[src/hdl/qfpr_pkg.sv]
`timescale 1ns / 1ps

package qfpr_pkg;

  localparam int NUM_USERS_DEF      = 4;
  localparam int NUM_FRAMES_DEF     = 16;
  localparam int PAGES_PER_USER_DEF = 64;

  localparam int USER_W   = 2;
  localparam int PAGE_W   = 6;
  localparam int FRAME_W  = 4;
  localparam int COUNT_W  = 32;
  localparam int QUOTA_W  = 5;
  localparam int PACKED_W = 20;
  localparam int ACTIVE_W = 5;
  localparam int CFG_IDX_W = 2;

  localparam logic [CFG_IDX_W-1:0] CFG_ACTIVE_FRAMES = 2'd0;
  localparam logic [CFG_IDX_W-1:0] CFG_MIN_QUOTA     = 2'd1;
  localparam logic [CFG_IDX_W-1:0] CFG_MAX_QUOTA     = 2'd2;

  localparam logic [ACTIVE_W-1:0] ACTIVE_RESET    = 5'd16;
  localparam logic [PACKED_W-1:0] MIN_QUOTA_RESET = 20'd0;
  localparam logic [PACKED_W-1:0] MAX_QUOTA_RESET = 20'd541200;

  localparam logic [COUNT_W-1:0] SAT32 = '1;

  // Map port commands: set marks a key resident, clr drops the evicted key.
  typedef struct packed {
    logic set;
    logic clr;
  } map_cmd_t;

  // Five-bit quota slot of user u; slots past the register read as zero.
  function automatic logic [QUOTA_W-1:0] quota_of(input logic [PACKED_W-1:0] qp,
                                                   input int unsigned u);
    logic [PACKED_W-1:0] sh;
    sh = '0;
    if (u * QUOTA_W >= PACKED_W) begin
      return '0;
    end
    sh = qp >> (u * QUOTA_W);
    return sh[QUOTA_W-1:0];
  endfunction

endpackage

[src/hdl/qfpr_ifs.sv]
`timescale 1ns / 1ps

interface qfpr_in_if;
  logic                         valid;
  logic                         ready;
  logic [qfpr_pkg::USER_W-1:0]  user;
  logic [qfpr_pkg::PAGE_W-1:0]  page;
  modport source (output valid, user, page, input ready);
  modport sink (input valid, user, page, output ready);
endinterface

interface qfpr_out_if;
  logic                          valid;
  logic                          ready;
  logic [qfpr_pkg::FRAME_W-1:0]  frame;
  logic                          hit;
  logic                          error;
  logic [qfpr_pkg::COUNT_W-1:0]  fault_count;
  modport source (output valid, frame, hit, error, fault_count, input ready);
  modport sink (input valid, frame, hit, error, fault_count, output ready);
endinterface

interface qfpr_cfg_if;
  logic                           valid;
  logic                           ready;
  logic [qfpr_pkg::CFG_IDX_W-1:0] index;
  logic [qfpr_pkg::PACKED_W-1:0]  data;
  modport source (output valid, index, data, input ready);
  modport sink (input valid, index, data, output ready);
endinterface

[src/hdl/quota_fifo_page_replacement_unit.sv]
`timescale 1ns / 1ps
// A hit or a bad request goes from accept through lookup to the output register; a miss served
// from a never-used frame also passes commit, and a miss that evicts adds a full frame scan.
// One transaction at a time; the frame scan looks at one frame per cycle through a
// single 32-bit load-time comparator, so the scan dominates an eviction.
// Reset (rst, synchronous): all frames invalid, page table empty, counters zero, and the
// configuration registers back to 16 active frames, zero minimum and 16 maximum quota.
module quota_fifo_page_replacement_unit #(
  parameter int NUM_USERS      = qfpr_pkg::NUM_USERS_DEF,
  parameter int NUM_FRAMES     = qfpr_pkg::NUM_FRAMES_DEF,
  parameter int PAGES_PER_USER = qfpr_pkg::PAGES_PER_USER_DEF
) (
  input logic             clk,
  input logic             rst,
  qfpr_cfg_if.sink        cfg,
  qfpr_in_if.sink         req,
  qfpr_out_if.source      rsp
);

  localparam int MAP_DEPTH = NUM_USERS * PAGES_PER_USER;
  localparam int UW = (NUM_USERS > 1) ? $clog2(NUM_USERS) : 1;
  localparam int PW = (PAGES_PER_USER > 1) ? $clog2(PAGES_PER_USER) : 1;
  localparam int FW = (NUM_FRAMES > 1) ? $clog2(NUM_FRAMES) : 1;
  localparam int KW = (MAP_DEPTH > 1) ? $clog2(MAP_DEPTH) : 1;
  localparam int NW = $clog2(NUM_FRAMES + 1);
  localparam int CW = $clog2(NUM_FRAMES + 1);

  // The sequencer walks one transaction through lookup, an optional frame scan and pick,
  // the commit of the new mapping on a miss and the hand-off to the output register.
  typedef enum logic [2:0] {
    S_IDLE,
    S_LOOK,
    S_SCAN,
    S_PICK,
    S_COMMIT,
    S_DONE
  } state_t;

  state_t state;

  // Configuration registers.
  logic [qfpr_pkg::ACTIVE_W-1:0] active_frames;
  logic [qfpr_pkg::PACKED_W-1:0] min_quota;
  logic [qfpr_pkg::PACKED_W-1:0] max_quota;

  // Frame table. Owner, page and load time are only read for valid frames.
  logic [NUM_FRAMES-1:0] frame_valid;
  logic [UW-1:0]         frame_owner [NUM_FRAMES];
  logic [PW-1:0]         frame_page  [NUM_FRAMES];
  logic [31:0]           frame_time  [NUM_FRAMES];

  logic [CW-1:0] user_count [NUM_USERS];
  logic [CW-1:0] user_count_next [NUM_USERS];
  logic [NW-1:0] next_free;
  logic [31:0]   access_time;
  logic [31:0]   misses;

  // Current transaction.
  logic          cur_bad;
  logic [UW-1:0] cur_u;
  logic [PW-1:0] cur_pg;
  logic [KW-1:0] cur_key;

  // Scan state: eligibility of each user, best candidate so far.
  logic [NUM_USERS-1:0] elig;
  logic [FW-1:0]        idx;
  logic                 found;
  logic [31:0]          best_t;
  logic [UW-1:0]        best_o;
  logic [PW-1:0]        best_pg;
  logic [FW-1:0]        best_f;
  logic                 evict;
  logic [FW-1:0]        victim;

  // Finished result waiting for the output register.
  logic                          res_hit;
  logic                          res_err;
  logic [qfpr_pkg::FRAME_W-1:0]  res_frame;

  logic                          out_valid;
  logic [qfpr_pkg::FRAME_W-1:0]  out_frame;
  logic                          out_hit;
  logic                          out_err;
  logic [31:0]                   out_faults;

  // Page table port.
  logic [KW-1:0]      in_key;
  logic               map_resident;
  logic [FW-1:0]      map_frame;
  qfpr_pkg::map_cmd_t map_cmd;
  logic [KW-1:0]      old_key;

  // Lookup-time decisions.
  logic [qfpr_pkg::QUOTA_W-1:0] umax;
  logic [31:0]                  limit;
  logic                         at_max;
  logic                         take_free;
  logic [NUM_USERS-1:0]         elig_next;
  logic                         better;

  assign cfg.ready = 1'b1;
  assign req.ready = (state == S_IDLE);

  assign rsp.valid       = out_valid;
  assign rsp.frame       = out_frame;
  assign rsp.hit         = out_hit;
  assign rsp.error       = out_err;
  assign rsp.fault_count = out_faults;

  assign in_key = KW'(32'(req.user) * 32'(PAGES_PER_USER) + 32'(req.page));
  assign old_key = KW'(32'(best_o) * 32'(PAGES_PER_USER) + 32'(best_pg));

  assign map_cmd.set = (state == S_COMMIT);
  assign map_cmd.clr = (state == S_COMMIT) && evict;

  qfpr_page_map #(
    .DEPTH (MAP_DEPTH),
    .KW    (KW),
    .FW    (FW)
  ) u_map (
    .clk         (clk),
    .rst         (rst),
    .rd_addr     (in_key),
    .rd_resident (map_resident),
    .rd_frame    (map_frame),
    .cmd         (map_cmd),
    .set_addr    (cur_key),
    .set_frame   (victim),
    .clr_addr    (old_key)
  );

  // Quota checks for the requesting user. At its maximum quota a user may only
  // recycle its own frames; otherwise it may also take from users that hold
  // more than their minimum.
  always_comb begin
    umax      = qfpr_pkg::quota_of(max_quota, 32'(cur_u));
    limit     = (32'(active_frames) < 32'(NUM_FRAMES)) ? 32'(active_frames)
                                                        : 32'(NUM_FRAMES);
    at_max    = 32'(user_count[cur_u]) >= 32'(umax);
    take_free = !at_max && (32'(next_free) < limit);
    for (int v = 0; v < NUM_USERS; v++) begin
      if (32'(v) == 32'(cur_u)) begin
        elig_next[v] = 1'b1;
      end else begin
        elig_next[v] = !at_max &&
          (32'(user_count[v]) > 32'(qfpr_pkg::quota_of(min_quota, 32'(v))));
      end
    end
  end

  // Oldest load time wins; equal times go to the lower user, and the scan order
  // already favors the lower frame.
  always_comb begin
    better = frame_valid[idx] && elig[frame_owner[idx]] &&
             (!found || (frame_time[idx] < best_t) ||
              ((frame_time[idx] == best_t) && (frame_owner[idx] < best_o)));
  end

  always_comb begin
    for (int v = 0; v < NUM_USERS; v++) begin
      user_count_next[v] = user_count[v];
      if (evict && (32'(best_o) == 32'(v)) && (user_count[v] != '0)) begin
        user_count_next[v] = user_count_next[v] - CW'(1);
      end
      if (32'(cur_u) == 32'(v)) begin
        user_count_next[v] = user_count_next[v] + CW'(1);
      end
    end
  end

  always_ff @(posedge clk) begin
    if (rst) begin
      state         <= S_IDLE;
      active_frames <= qfpr_pkg::ACTIVE_RESET;
      min_quota     <= qfpr_pkg::MIN_QUOTA_RESET;
      max_quota     <= qfpr_pkg::MAX_QUOTA_RESET;
      frame_valid   <= '0;
      for (int v = 0; v < NUM_USERS; v++) begin
        user_count[v] <= '0;
      end
      next_free     <= '0;
      access_time   <= '0;
      misses        <= '0;
      out_valid     <= 1'b0;
      found         <= 1'b0;
      evict         <= 1'b0;
    end else begin
      if (cfg.valid && cfg.ready) begin
        unique case (cfg.index)
          qfpr_pkg::CFG_ACTIVE_FRAMES: active_frames <= cfg.data[qfpr_pkg::ACTIVE_W-1:0];
          qfpr_pkg::CFG_MIN_QUOTA:     min_quota     <= cfg.data;
          qfpr_pkg::CFG_MAX_QUOTA:     max_quota     <= cfg.data;
          default: ;
        endcase
      end

      // A result that leaves while the next one is loaded is replaced below.
      if (out_valid && rsp.ready && (state != S_DONE)) begin
        out_valid <= 1'b0;
      end

      unique case (state)
        S_IDLE: begin
          if (req.valid) begin
            cur_bad <= (32'(req.user) >= 32'(NUM_USERS)) ||
                       (32'(req.page) >= 32'(PAGES_PER_USER));
            cur_u   <= UW'(req.user);
            cur_pg  <= PW'(req.page);
            cur_key <= in_key;
            state   <= S_LOOK;
          end
        end

        S_LOOK: begin
          res_hit   <= 1'b0;
          res_err   <= 1'b0;
          res_frame <= '0;
          if (cur_bad) begin
            res_err <= 1'b1;
            state   <= S_DONE;
          end else if (map_resident) begin
            res_hit   <= 1'b1;
            res_frame <= qfpr_pkg::FRAME_W'(map_frame);
            if (access_time != qfpr_pkg::SAT32) begin
              access_time <= access_time + 32'd1;
            end
            state <= S_DONE;
          end else if (take_free) begin
            victim    <= FW'(next_free);
            evict     <= 1'b0;
            next_free <= next_free + NW'(1);
            state     <= S_COMMIT;
          end else begin
            elig  <= elig_next;
            idx   <= '0;
            found <= 1'b0;
            state <= S_SCAN;
          end
        end

        S_SCAN: begin
          if (better) begin
            found   <= 1'b1;
            best_t  <= frame_time[idx];
            best_o  <= frame_owner[idx];
            best_pg <= frame_page[idx];
            best_f  <= idx;
          end
          if (32'(idx) == 32'(NUM_FRAMES - 1)) begin
            state <= S_PICK;
          end else begin
            idx <= idx + FW'(1);
          end
        end

        S_PICK: begin
          if (found) begin
            victim <= best_f;
            evict  <= 1'b1;
            state  <= S_COMMIT;
          end else begin
            res_err <= 1'b1;
            state   <= S_DONE;
          end
        end

        S_COMMIT: begin
          frame_valid[victim] <= 1'b1;
          frame_owner[victim] <= cur_u;
          frame_page[victim]  <= cur_pg;
          frame_time[victim]  <= access_time;
          for (int v = 0; v < NUM_USERS; v++) begin
            user_count[v] <= user_count_next[v];
          end
          if (misses != qfpr_pkg::SAT32) begin
            misses <= misses + 32'd1;
          end
          if (access_time != qfpr_pkg::SAT32) begin
            access_time <= access_time + 32'd1;
          end
          res_frame <= qfpr_pkg::FRAME_W'(victim);
          evict     <= 1'b0;
          state     <= S_DONE;
        end

        S_DONE: begin
          // The output register takes the result once the previous one is gone.
          if (!out_valid || rsp.ready) begin
            out_valid  <= 1'b1;
            out_frame  <= res_frame;
            out_hit    <= res_hit;
            out_err    <= res_err;
            out_faults <= misses;
            state      <= S_IDLE;
          end
        end

        default: state <= S_IDLE;
      endcase
    end
  end

endmodule

[src/hdl/qfpr_page_map.sv]
`timescale 1ns / 1ps

// Page-to-frame table with per-entry resident bits and a registered read.
module qfpr_page_map #(
  parameter int DEPTH = qfpr_pkg::NUM_USERS_DEF * qfpr_pkg::PAGES_PER_USER_DEF,
  parameter int KW    = 8,
  parameter int FW    = 4
) (
  input  logic               clk,
  input  logic               rst,
  input  logic [KW-1:0]      rd_addr,
  output logic               rd_resident,
  output logic [FW-1:0]      rd_frame,
  input  qfpr_pkg::map_cmd_t cmd,
  input  logic [KW-1:0]      set_addr,
  input  logic [FW-1:0]      set_frame,
  input  logic [KW-1:0]      clr_addr
);

  logic [FW-1:0] mem [DEPTH];
  logic [DEPTH-1:0] resident;

  always_ff @(posedge clk) begin
    if (cmd.set) begin
      mem[set_addr] <= set_frame;
    end
    rd_frame <= mem[rd_addr];
  end

  always_ff @(posedge clk) begin
    if (rst) begin
      resident    <= '0;
      rd_resident <= 1'b0;
    end else begin
      if (cmd.clr) begin
        resident[clr_addr] <= 1'b0;
      end
      if (cmd.set) begin
        resident[set_addr] <= 1'b1;
      end
      rd_resident <= resident[rd_addr];
    end
  end

endmodule
[src/flat_wrapper.sv]
// flat-port wrapper written by rule: the top's interface ports become plain ports
module quota_fifo_page_replacement_unit_flat 
#(
  parameter int NUM_USERS      = qfpr_pkg::NUM_USERS_DEF,
  parameter int NUM_FRAMES     = qfpr_pkg::NUM_FRAMES_DEF,
  parameter int PAGES_PER_USER = qfpr_pkg::PAGES_PER_USER_DEF
)
  (clk, rst, cfg_valid, cfg_index, cfg_data, cfg_ready, req_valid, req_user, req_page, req_ready, rsp_valid, rsp_frame, rsp_hit, rsp_error, rsp_fault_count, rsp_ready);
  qfpr_cfg_if cfg_i ();
  qfpr_in_if req_i ();
  qfpr_out_if rsp_i ();
  input logic clk;
  input logic rst;
  input wire logic [$bits(cfg_i.valid)-1:0] cfg_valid;
  input wire logic [$bits(cfg_i.index)-1:0] cfg_index;
  input wire logic [$bits(cfg_i.data)-1:0] cfg_data;
  output wire logic [$bits(cfg_i.ready)-1:0] cfg_ready;
  input wire logic [$bits(req_i.valid)-1:0] req_valid;
  input wire logic [$bits(req_i.user)-1:0] req_user;
  input wire logic [$bits(req_i.page)-1:0] req_page;
  output wire logic [$bits(req_i.ready)-1:0] req_ready;
  output wire logic [$bits(rsp_i.valid)-1:0] rsp_valid;
  output wire logic [$bits(rsp_i.frame)-1:0] rsp_frame;
  output wire logic [$bits(rsp_i.hit)-1:0] rsp_hit;
  output wire logic [$bits(rsp_i.error)-1:0] rsp_error;
  output wire logic [$bits(rsp_i.fault_count)-1:0] rsp_fault_count;
  input wire logic [$bits(rsp_i.ready)-1:0] rsp_ready;
  assign cfg_i.valid = cfg_valid;
  assign cfg_i.index = cfg_index;
  assign cfg_i.data = cfg_data;
  assign cfg_ready = cfg_i.ready;
  assign req_i.valid = req_valid;
  assign req_i.user = req_user;
  assign req_i.page = req_page;
  assign req_ready = req_i.ready;
  assign rsp_valid = rsp_i.valid;
  assign rsp_frame = rsp_i.frame;
  assign rsp_hit = rsp_i.hit;
  assign rsp_error = rsp_i.error;
  assign rsp_fault_count = rsp_i.fault_count;
  assign rsp_i.ready = rsp_ready;
  quota_fifo_page_replacement_unit #(.NUM_USERS(NUM_USERS), .NUM_FRAMES(NUM_FRAMES), .PAGES_PER_USER(PAGES_PER_USER)) u_core (.clk(clk), .rst(rst), .cfg(cfg_i), .req(req_i), .rsp(rsp_i));
endmodule
[config.mk]
export PLATFORM = sky130hd
export DESIGN_NAME = quota_fifo_page_replacement_unit_flat
export DESIGN_NICKNAME = d
export VERILOG_FILES = /design/src/hdl/qfpr_pkg.sv /design/src/hdl/qfpr_ifs.sv /design/src/hdl/quota_fifo_page_replacement_unit.sv /design/src/hdl/qfpr_page_map.sv /design/src/flat_wrapper.sv
export SDC_FILE = /design/constraint.sdc
export NUM_CORES = 2
export LEC_CHECK = 0
export BUFFER_PORTS_ARGS = -buffer_cell sky130_fd_sc_hd__buf_4
export CAP_MARGIN = 5
export CORE_MARGIN = 2
export CORE_UTILIZATION = 57
export DETAILED_ROUTE_END_ITERATION = 8
export HOLD_SLACK_MARGIN = 0.12
export PLACE_DENSITY = 0.76
export SLEW_MARGIN = 20
export SYNTH_ARGS = -nofsm -noshare
export SYNTH_HDL_FRONTEND = slang
export SYNTH_HIERARCHICAL = 1
export SYNTH_SLANG_ARGS = --single-unit
[constraint.sdc]
create_clock -name clk -period 6.5 [get_ports clk]
set_input_delay 0.975 -clock clk [delete_from_list [all_inputs] [get_ports clk]]
set_output_delay 0.975 -clock clk [all_outputs]
set_load 0.005 [all_outputs]
Yosys cells after proc, flatten, opt, wreduce, memory -nomap -nowiden
Memories as Yosys holds them, arrays and structs flattened. A register that Yosys moved wholly into a read port is not among the register bits.
Cells that the tools add are included.

word-level totals
  memories kept = 5
  output and inout port bits = 41
  flip-flop bits (word level) = 503
  bits in writable memories = 1,684

memory list
  name                words  bits a word  read ports  clocked after memory_dff  wr ports  RTL line                                text
  u_core.u_map.mem    256    4            1           1                         1         qfpr_page_map.sv:20                     logic [FW-1:0] mem [DEPTH];
  u_core.frame_time   16     32           1           1                         1         quota_fifo_page_replacement_unit.sv:50  logic [31:0] frame_time [NUM_FRAMES];
  u_core.frame_page   16     6            1           1                         1         quota_fifo_page_replacement_unit.sv:49  logic [PW-1:0] frame_page [NUM_FRAMES];
  u_core.frame_owner  16     2            1           1                         1         quota_fifo_page_replacement_unit.sv:48  logic [UW-1:0] frame_owner [NUM_FRAMES];
  u_core.user_count   4      5            5           1                         4         quota_fifo_page_replacement_unit.sv:52  logic [CW-1:0] user_count [NUM_USERS];

cells by class
  $mul = 1
  eq/ne operators = 32
  shift operators = 1
  add/sub/neg operators = 14
  bitwise operators = 11
  reductions and logical operators = 58
  order comparisons = 19
  muxes and demuxes = 74

operators by type and width
  cell                     count
  $mux W256                3
  $and A256 B256 Y256      1
  $not A256 Y256           1
  $or A256 B256 Y256       1
  $mux W5                  15
  $add A32 B1 Y32 const B  2
  $mux W32                 2
  $ne A32 B32 Y1 const B   2
  $pmux W32 S2             1
  $mux W4                  9
  $eq A32 B32 Y1           1
  $lt A32 B32 Y1           1
  $lt A5 B32 Y1            1
  $lt A8 B9 Y1 const B     3
  $add A5 B1 Y5 const B    5
  $mux W1                  25
  $pmux W4 S2              3
  $logic_and A1 B1 Y1      22
  $gt A5 B5 Y1             4
  $reduce_bool A5 Y1       4
  $shr A20 B5 Y5           1
  $sub A5 B1 Y5 const B    4
  $pmux W3 S6              1
  $reduce_and A3 Y1        6
  43 further kinds         92

Longest topological paths before layout
  word-level depth = 11
  mapped depth = 13
  depth with buffers taken out = 11

Modules after synthesis
Netlist, hierarchy kept.

by module, submodules not included
  module                            instances  area each (µm²)  cells an instance
  qfpr_page_map                     1          51,334.2         3,289
  quota_fifo_page_replacement_unit  1          36,771.5         2,197

Worst setup path after synthesis
OpenSTA, ideal clock, no wires.

  kind = register to register
  start point = reg with a tool-made name
  end point = reg u_core.best_f[0], enable pin
  period minus slack after synthesis = 6,322 ps
  setup slack = 178 ps
  path buffers = 3
  stages on the path, launching flop included = 14
  setup time = 472 ps
  arrival = 5,850 ps
  data required time = 6,028 ps
  cell sequence = dfxtp_1 buf_2 clkbuf_1 buf_2 mux4_2 mux4_2 ha_1 nor2b_1 o211ai_1 a21oi_1 a211oi_1 o221ai_1 or3_1 a31oi_1

RTL lines
  element               RTL line                                 text
  end signal, assigned  quota_fifo_page_replacement_unit.sv:247  best_f <= idx;
  end, declared         quota_fifo_page_replacement_unit.sv:71   logic [FW-1:0] best_f;

==> run_summary.xml <==
<?xml version="1.0" encoding="UTF-8"?>
<metrics>
  <group name="die">
    <metric name="die_h" unit="um">397</metric>
    <metric name="die_width" unit="um">397</metric>
    <metric name="num_rows" unit="">144</metric>
    <metric name="die_area" unit="um2">158000</metric>
    <metric name="fp.coreArea" unit="um2">154000</metric>
    <metric name="top_level_i_o_count" unit="">76</metric>
    <metric name="start_util" unit="%">57.3</metric>
  </group>
  <group name="synth">
    <metric name="dominant_combinational_cell_family_by_area_after_synthesis" unit="">multiplexers</metric>
    <metric name="ys_seq_elements" unit="">2195</metric>
    <metric name="postSynthNetCount" unit="">5595</metric>
    <metric name="yosys.area.top_type_share" unit="%">61.1</metric>
    <metric name="syn_avg_cell_area" unit="um2">16.1</metric>
    <metric name="synth.most_common_cell" unit="">edfxtp_1</metric>
    <metric name="yosys-mux-area-fraction" unit="%">13.8</metric>
    <metric name="syn_inst" unit="">5486</metric>
    <metric name="cell_area_synth" unit="um2">88100</metric>
    <metric name="top_area_cells_in_the_synthesized_netlist" unit="">edfxtp_1 61%, mux4_2 13%, dfxtp_1 9.2%</metric>
    <metric name="synth.largest_area_cell" unit="">edfxtp_1</metric>
    <metric name="synth_adder_area_share" unit="%">1.05</metric>
    <metric name="synth_top_cells_by_count" unit="">1792 x edfxtp_1, 506 x mux4_2, 473 x nand2_1, 404 x a21oi_1, 403 x dfxtp_1</metric>
    <metric name="synthFlopType" unit="">edfxtp_1</metric>
    <metric name="synth_simple_gate_area_share" unit="%">4.88</metric>
    <metric name="synthXorXnorAreaFrac" unit="%">0.805</metric>
    <metric name="synthDistinctLibCells" unit="">73</metric>
    <metric name="yosysWarnings" unit="">6</metric>
    <metric name="synth-compound-area-share" unit="%">6.15</metric>
    <metric name="yosysSeqAreaShare" unit="%">70.2</metric>
    <metric name="number_of_enable_type_register_cells_in_the_synthesized_netlist" unit="">1792</metric>
    <metric name="async_flop_share" unit="%">0</metric>
  </group>
  <group name="hold_path">
    <metric name="holdPathStages" unit="">3</metric>
    <metric name="timing.hold.worst.class" unit="">input port to flip-flop</metric>
    <metric name="worst_hold_startpoint" unit="">cfg_data[9]</metric>
    <metric name="hold_path_end" unit="">u_core/max_quota[9]</metric>
  </group>
  <group name="clocking">
    <metric name="cts_resized" unit="">0</metric>
    <metric name="cts-root-buf" unit="">clkbuf_16</metric>
    <metric name="holdBufCountCts" unit="">0</metric>
    <metric name="cts_tree" unit="">built</metric>
    <metric name="post_cts.repair.setup_buffers" unit="">0</metric>
    <metric name="path_clk_slew" unit="ps">60</metric>
    <metric name="numCtsBuffers" unit="">207</metric>
    <metric name="max-clock-path-buffers" unit="">3</metric>
    <metric name="clock-sinks" unit="">2195</metric>
    <metric name="worstSkewPairLatency" unit="ps">850</metric>
    <metric name="cts-htree-levels" unit="">4</metric>
  </group>
  <group name="critical_path">
    <metric name="required" unit="ps">7000</metric>
    <metric name="worstPathCellList" unit="">buf_4, buf_4, mux4_2, mux4_2, ha_1, nand4_1, or2_2, nor2_1, nand2_1, nor4_1, nand2_1, a31oi_4, buf_12</metric>
    <metric name="timing.critical_path.arrival" unit="ps">5610</metric>
    <metric name="critPathMaxFanout" unit="">50</metric>
    <metric name="worstSetupPathType" unit="">flip-flop to flip-flop</metric>
    <metric name="worst_path_largest_cell_delay" unit="ps">850</metric>
    <metric name="cp-end-kind" unit="">flip-flop</metric>
    <metric name="r2r_cells" unit="">13</metric>
    <metric name="reg2reg_setup_slack" unit="ps">1390</metric>
    <metric name="timing.rr.end" unit="">u_core/best_pg[0]</metric>
    <metric name="setup.worst_path.start_class" unit="">flip-flop</metric>
    <metric name="cp_slowest_cell" unit="">dfxtp_4</metric>
  </group>
  <group name="sta">
    <metric name="setup_viol" unit="">0</metric>
    <metric name="tightest_slew" unit="ps">1410</metric>
    <metric name="slew_viol_final" unit="">0</metric>
    <metric name="fmaxAchievable" unit="GHz">0.196</metric>
    <metric name="grt_setup_unrepaired" unit="">no</metric>
    <metric name="setup_tns" unit="ps">0</metric>
    <metric name="report.final.hold_viol_count" unit="">0</metric>
    <metric name="timing.final.crit_share" unit="%">78.7</metric>
    <metric name="max-slew-margin-rel" unit="%">5.81</metric>
    <metric name="layout_min_cycle_time" unit="ps">5110</metric>
    <metric name="timing.clock.skew" unit="ps">75.2</metric>
    <metric name="finalWorstSetupSlack" unit="ps">1390</metric>
  </group>
  <group name="power_and_ir_drop">
    <metric name="pwr-share-comb" unit="%">6.2</metric>
    <metric name="power.leakage" unit="nW">33.8</metric>
    <metric name="p_switching" unit="mW">6.55</metric>
    <metric name="internal_power" unit="mW">23.0</metric>
    <metric name="pwr-share-seq" unit="%">52.3</metric>
    <metric name="worst_ir_drop_vdd" unit="V">0.000293</metric>
    <metric name="power.switching_fraction" unit="%">22.2</metric>
    <metric name="cellPowerDensity" unit="nW/um2">301</metric>
    <metric name="overall_power" unit="mW">29.6</metric>
    <metric name="power.share.clock" unit="%">41.5</metric>
  </group>
  <group name="global_route">
    <metric name="globalRoute.totalOverflow" unit="">0</metric>
    <metric name="grt_pass1_wl" unit="mm">327</metric>
    <metric name="grt.total_usage" unit="%">27.9</metric>
    <metric name="grt_start_max_net_pins" unit="">258</metric>
    <metric name="antenna_found_initial" unit="">3</metric>
    <metric name="grt_pass1_vias" unit="">50910</metric>
  </group>
  <group name="final_layout">
    <metric name="layout.core_utilization" unit="%">63.9</metric>
    <metric name="flow.area_growth_from_synthesis" unit="%">11.6</metric>
    <metric name="final_nets" unit="">5684</metric>
    <metric name="drive_above_1_share" unit="%">19.0</metric>
  </group>
  <group name="placed_design">
    <metric name="place.detailed.hpwl" unit="mm">131</metric>
    <metric name="gp_routability_congestion" unit="">0.930</metric>
    <metric name="pre_cts_setup_slack" unit="ps">1550</metric>
    <metric name="placement.io_buffers" unit="">74</metric>
  </group>
  <group name="detailed_routing">
    <metric name="routed-via-count" unit="">51075</metric>
    <metric name="vias_per_cell" unit="">6.54</metric>
    <metric name="detail_route.first_pass.iterations" unit="">8</metric>
    <metric name="finalWirelength" unit="mm">220</metric>
    <metric name="drc" unit="">0</metric>
    <metric name="final_antenna_net_count" unit="">0</metric>
    <metric name="first_iter_violations" unit="">7288</metric>
    <metric name="wire_per_inst" unit="um">28.1</metric>
  </group>
  <group name="outcome">
    <metric name="result_of_the_run" unit="">finished, final reports clean</metric>
  </group>
  <group name="job">
    <metric name="max_cap_violations" unit="">0</metric>
  </group>
</metrics>
power by group through the flow:
stage	sequential [mW]	combinational [mW]	clock (mW)
finish	15.4	1.85	12.3
global route	15.5	1.96	12.9
CTS	15.4	1.82	12.4
detailed placement	15.7	1.79	0
global placement	15.7	1.75	0
floorplan	15.7	1.24	0
through the flow:
| step | area [um2] | cells | hold slack [ps] |
|---|---|---|---|
| after CTS | 98300 | 7802 | 303 |
| final | 98300 | 7807 | 353 |
| after global routing | 98300 | 7804 | 350 |
| after global placement | 91200 | 7408 | 405 |
| after floorplan | 88100 | 5486 | 400 |
| after detailed placement | 91200 | 7409 | 405 |
per-layer routing:
metal,vias up,share of wire [%],track usage (%)
met4,2,4.4,11.1
met1,25777,37,37.9
met2,3269,48,44.1
met5,-,0.0059,0
met3,664,11,6.34
li1,21363,-,-
worst max path at each step:
| stage | to | cells after the start | startpoint | slack [ps] |
|---|---|---|---|---|
| after floorplan | u_core/best_f[0] | 13 | flip-flop | 180 |
| after global placement | u_core/best_t[20] | 12 | flip-flop | 1670 |
| after detailed placement | u_core/best_pg[3] | 13 | flip-flop | 1550 |
| after CTS | u_core/best_pg[0] | 13 | flip-flop | 1430 |
| after global routing | u_core/best_pg[0] | 12 | flip-flop | 1200 |
| final | u_core/best_pg[0] | 13 | flip-flop | 1390 |
layout make-up:
class                   instances  area, um2
multi-input cells            2632      23800
diodes                          4       10.0
well taps                    2044       2560
clock inverters                94       1190
inverters                     354       1330
fillers                     10349      55500
repair buffers                185       1650
clock buffers                 299       5860
flip-flops and latches       2195      61900
cells in the final DEF, fill, tap and decap left out, types with 20 or more instances in the layout:
master     netlist  layout
edfxtp_1      1792    1792
mux4_2         506     506
nand2_1        473     471
a21oi_1        404     404
dfxtp_1        403     399
inv_1          351     351
o21ai_0        287     287
clkbuf_16        0     209
buf_4           13     163
nor2_1         169     134
a22oi_1        134     134
ha_1            74      74
mux2i_1         66      66
clkbuf_1       211      58
nand3_1         56      56
nor3_1          49      42
xor2_1          41      41
xnor2_1         40      40
clkinv_2         0      31
nand4_1         31      31
a21o_1          29      29
clkbuf_8         0      28
nand2b_1        24      24
nor2b_1         24      22
nor2_4           0      20
nor4_1          22      20
flip-flops by register name, indices dropped and copies added (netlist names), 32 cells and up, named ones only:
| name | flops |
|---|---|
| u_core/frame_owner | 32 |
| u_core/frame_page | 96 |
| u_core/rsp.fault_count | 32 |
| u_core/access_time | 32 |
| u_core/best_t | 32 |
| u_core/frame_time | 512 |
| u_core/misses | 32 |
| u_core/u_map/mem | 1024 |
| u_core/u_map/resident | 256 |
critical path: cells and delay by family, from the launching register on:
family	cells	cell delay (ps)
buffers and inverters	3	1050
AO/OA/AOI/OAI	1	390
adder cells (fa/ha/maj)	1	320
flip-flops	1	850
multiplexers	2	850
AND/OR/NAND/NOR	6	1260
logic make-up (layout without fill, tap and decap cells):
kind of cell	Yosys count	after routing
buffers and inverters	659	932
adders and majority gates	74	74
muxes	584	584
other	1	5
xor gates and xnor gates	81	81
and+or+nand+nor	946	946
AOI/OAI and AO/OA	946	946
DFF	2195	2195
Power figures use the tool's default switching activity.
